--- config.mk ---
export PLATFORM = sky130hd
export DESIGN_NAME = rmq_sqrt
export DESIGN_NICKNAME = d
export VERILOG_FILES = /design/src/rtl/rmq_sqrt.sv
export SDC_FILE = /design/constraint.sdc
export NUM_CORES = 2
export LEC_CHECK = 0
export ABC_AREA = 1
export BUFFER_PORTS_ARGS = -buffer_cell sky130_fd_sc_hd__buf_2
export CAP_MARGIN = 20
export CORE_ASPECT_RATIO = 0.6
export CORE_UTILIZATION = 30
export CTS_BUF_LIST = sky130_fd_sc_hd__clkbuf_4
export DETAILED_ROUTE_END_ITERATION = 8
export PLACE_DENSITY = 0.55
export SYNTH_ARGS = -nofsm -noshare
export SYNTH_HDL_FRONTEND = slang
export SYNTH_SLANG_ARGS = --single-unit
--- constraint.sdc ---
create_clock -name clk -period 2.4 [get_ports clk]
set_input_delay 0.24 -clock clk [delete_from_list [all_inputs] [get_ports clk]]
set_output_delay 0.24 -clock clk [all_outputs]
set_load 0.02 [all_outputs]
--- src/rtl/rmq_sqrt.sv ---
module rmq_sqrt #(
  parameter int SW   = 23,
  parameter int SB_W = 54
) (
  input  logic              clk,
  input  logic              rst_n,
  input  logic              en,
  input  logic              in_valid,
  input  logic [2*SW-1:0]   in_x,
  input  logic [SB_W-1:0]   in_sb,
  output logic              out_valid,
  output logic [SW-1:0]     out_root,
  output logic [SB_W-1:0]   out_sb
);

  localparam int XW = 2 * SW;
  localparam int RMW = SW + 3;

  logic [XW-1:0]   s_x    [0:SW];
  logic [RMW-1:0]  s_rem  [0:SW];
  logic [SW-1:0]   s_root [0:SW];
  logic [SB_W-1:0] s_sb   [0:SW];
  logic            s_v    [0:SW];

  logic [XW-1:0]   x_r    [0:SW-1];
  logic [RMW-1:0]  rem_r  [0:SW-1];
  logic [SW-1:0]   root_r [0:SW-1];
  logic [SB_W-1:0] sb_r   [0:SW-1];
  logic            v_r    [0:SW-1];

  assign s_x[0]    = in_x;
  assign s_rem[0]  = '0;
  assign s_root[0] = '0;
  assign s_sb[0]   = in_sb;
  assign s_v[0]    = in_valid;

  for (genvar k = 0; k < SW; k++) begin : g_stage
    logic [RMW-1:0] sh;
    logic [RMW-1:0] trial;
    logic           take;
    logic [XW-1:0]  x_nxt;
    logic [RMW-1:0] rem_nxt;
    logic [SW-1:0]  root_nxt;

    always_comb begin
      sh       = {s_rem[k][SW:0], s_x[k][XW-1:XW-2]};
      trial    = {1'b0, s_root[k], 2'b01};
      take     = (sh >= trial);
      x_nxt    = {s_x[k][XW-3:0], 2'b00};
      rem_nxt  = take ? (sh - trial) : sh;
      root_nxt = {s_root[k][SW-2:0], take};
    end

    always_ff @(posedge clk) begin
      if (!rst_n) begin
        v_r[k] <= 1'b0;
      end else if (en) begin
        v_r[k] <= s_v[k];
      end
      if (en) begin
        x_r[k]    <= x_nxt;
        rem_r[k]  <= rem_nxt;
        root_r[k] <= root_nxt;
        sb_r[k]   <= s_sb[k];
      end
    end

    assign s_x[k+1]    = x_r[k];
    assign s_rem[k+1]  = rem_r[k];
    assign s_root[k+1] = root_r[k];
    assign s_sb[k+1]   = sb_r[k];
    assign s_v[k+1]    = v_r[k];
  end

  assign out_valid = s_v[SW];
  assign out_root  = s_root[SW];
  assign out_sb    = s_sb[SW];

endmodule

==> impl_metrics.json <==
{
  "outcome": "finished clean",
  "crit_path_start_kind": "flop",
  "path_delay_family": "simple AND/OR/NAND/NOR gates",
  "hpwlAfterDp_um": 185000,
  "start_util_pct": 30.2,
  "vias_per_cell": 4.34,
  "fmax_mhz": 420,
  "slowest_stage": "edfxtp_1",
  "slew_viol_final": 0,
  "drtIter0Drc": 6381,
  "cts_sinks": 2545,
  "endpoint_kind": "flop",
  "worstPathCellList": "inv_1 > ha_2 > nand4_1 > nor2_2 > nand2_1 > nand3_2 > nand2_1 > nand2_2 > inv_2 > buf_12 > nand2_1 > o21ai_2",
  "fp-row-count": 170,
  "fin_crit_sh_pct": 99.2,
  "areaGrowthSynthToFinish_pct": 22.1,
  "syn_nets": 9662,
  "yosys.area.top_type": "edfxtp_1",
  "htreeDepth": 6,
  "antenna_found_initial": 9,
  "grt_pass1_vias": 65300,
  "yosysWarnings": 0,
  "cts_made_buffers": 621,
  "netlist_area_um2": 108000,
  "grt_max_degree": 107,
  "clock_path_buffers": 4,
  "avgSynthCellArea_um2": 11.7,
  "clk_pin_slew_ps": 70,
  "wl_per_cell_um": 16.1,
  "overflow": 0,
  "portBuffers": 181,
  "fin_util_pct": 36.9,
  "ys_ff_latch": 2545,
  "cp_max_fo": 12,
  "final_area_um2": 132000,
  "place_area_um2": 119000,
  "max_stage_delay_ps": 380,
  "ios": 182,
  "skew_ps": 170,
  "hold_violations": 0,
  "first_pass_iters": 5,
  "worstMarginPinSlew_ps": 644,
  "synthTopCellsByArea": "edfxtp_1 71%, nand2_1 9.3%, inv_1 4.8%, ha_1 3.5%, nor2_1 2.4%",
  "drive_gt1_share_pct": 18.9,
  "relSlewSlack_pct": 56.6,
  "worstSetupPathType": "flop to flop",
  "post-route-min-period_ps": 2380,
  "synthCells": 9258,
  "cp_common_cell": "nand2_1",
  "dieArea_um2": 363000,
  "synth.yosys.seq_area_share_pct": 70.6,
  "die_h_um": 467,
  "cts_tree": "yes",
  "crit_required_ps": 3410,
  "rsz0062_at_grt": "true",
  "drc_errors": 0,
  "drt-total-wl_um": 259000,
  "p_per_area_nw_per_um2": 813,
  "grt_use_total_pct": 13.8,
  "max_cap_violations": 0,
  "antenna_left": 0,
  "chipWidth_um": 777,
  "grt_pass1_wl_um": 388000,
  "arrival_ps": 3390,
  "routabilityCongestion": 0.934,
  "finalPower_mw": 107,
  "ir_drop_mv": 0.449,
  "p_leak_nw": 54.7,
  "yosysUniqueCellTypes": 51,
  "clock_latency_ps": 1410,
  "cts_root_buf": "clkbuf_4",
  "yosysTopAreaCellShare_pct": 70.6,
  "via_count": 70000,
  "coreArea_um2": 358000,
  "worst-path-buf-inv": 3,
  "nNetsFinal": 11300,
  "setup_viol": 0,
  "hp-class": "input pin to flop"
}
[kinds of logic after synthesis]
logic type                 after synthesis  synth area share [%]
xor gates and xnor gates               195                  1.58
and+or+nand+nor                       4185                  16.1
buffers and inverters                 1516                  5.71
other                                    1               0.00346
adders and majority gates              300                  3.47
DFF                                   2545                  70.6
AOI/OAI and AO/OA                      516                  2.54
[where the power goes]
| group | switching, mW | leakage, nW | internal [mW] |
|---|---|---|---|
| clock | 17.7 | 4.49 | 17.4 |
| combinational | 10.7 | 25.6 | 6.34 |
| sequential | 2.06 | 24.7 | 53.2 |
[path summary, 6_finish.rpt]
path,from,slack (ps),endpoint,cells after the start
setup / recovery,root_r[1][48]$_DFFE_PP_,20,rem_r[1][86]$_DFFE_PP_,12
hold / removal,in_x[11],250,x_r[0][11]$_DFFE_PP_,3
setup reg to reg,root_r[1][48]$_DFFE_PP_,20,rem_r[1][86]$_DFFE_PP_,12
hold reg to reg,sb_r[1][38]$_DFFE_PP_,310,sb_r[1][92]$_DFFE_PP_,0
[sequential cells by signal, summed over array words and instances, names as in the netlist]
| register | cells |
|---|---|
| root_r | 276 |
| x_r | 506 |
| v_r | 23 |
| sb_r | 1242 |
| rem_r | 498 |
[cell type report]
cell class                      instances  area [um2]
Clock inverter                        190        1170
Clock buffer                          853        6400
Inverter                             1391        5240
Fill cell                           35400      226000
Timing Repair inverter                  1        6.26
Sequential cell                      2545       76400
Antenna cell                           12        30.0
Tap cell                             4816        6030
Multi-Input combinational cell       5198       27000
Timing Repair Buffer                 1132        9810
[synth_stat cells, drive strengths merged]
master	count
and3	9
o21bai	7
inv	1390
edfxtp	2544
nand2	2700
nand3	420
a21boi	4
or2	20
o21a	4
nand2b	1
clkinv	1
dfxtp	1
nor2b	1
and3b	1
and2	9
ha	300
nor2	726
a21oi	307
conb	1
nand3b	74
nor3b	5
a21o	1
nor4	12
o211ai	3
nand4	156
xor2	126
clkbuf	6
o21ai	188
xnor2	69
nor3	51
o2111ai	2
buf	119
[timing repair]
item	CTS	global route
gates cloned	1	5
setup buffers	6	68
pin swaps	4	37
gates resized for setup	56	273
setup endpoints to repair	59	354
endpoints found under the hold margin	2668	0
hold buffers	306	0
[per-layer routing]
metal	global-route usage, %	part of all wire (%)	vias up
met5	0.183	0.052	-
met4	3.57	1.8	8
met1	23.2	54	32500
met2	15.6	34	2441
met3	4.81	11	401
li1	-	-	34700
[tightest hold or removal path, cell delays in order]
cell	delay (ps)
dlygate4sd3_1	540
buf_2	100
dlygate4sd3_1	530
[layout by cell type (no fill, tap or decap), types with 45 or more instances in the layout]
master / instances
nand2_1: 2621
edfxtp_1: 2544
inv_1: 1360
clkbuf_4: 853
nor2_1: 655
buf_4: 564
nand3_1: 394
dlygate4sd3_1: 305
a21oi_1: 257
ha_1: 221
buf_2: 171
nand4_1: 156
xor2_1: 126
o21ai_0: 124
clkinv_1: 109
nand2_2: 73
nand3b_1: 72
xnor2_1: 69
buf_12: 69
ha_4: 58
nor2_2: 54
o21ai_1: 49
a21oi_2: 45
nor3_1: 45
[stage by stage]
stage               worst slack, ps  setup TNS, ps  hold WS, ps  instances
finish                         18.3              0          252      16100
global route                  -65.0           -197         88.0      16100
CTS                           -39.3           -248         5.44      16100
detailed placement             -122          -1040          405      14700
global placement               -144          -1350          400      14700
floorplan                       397              0          339       9258
Power figures use the tool's default switching activity.
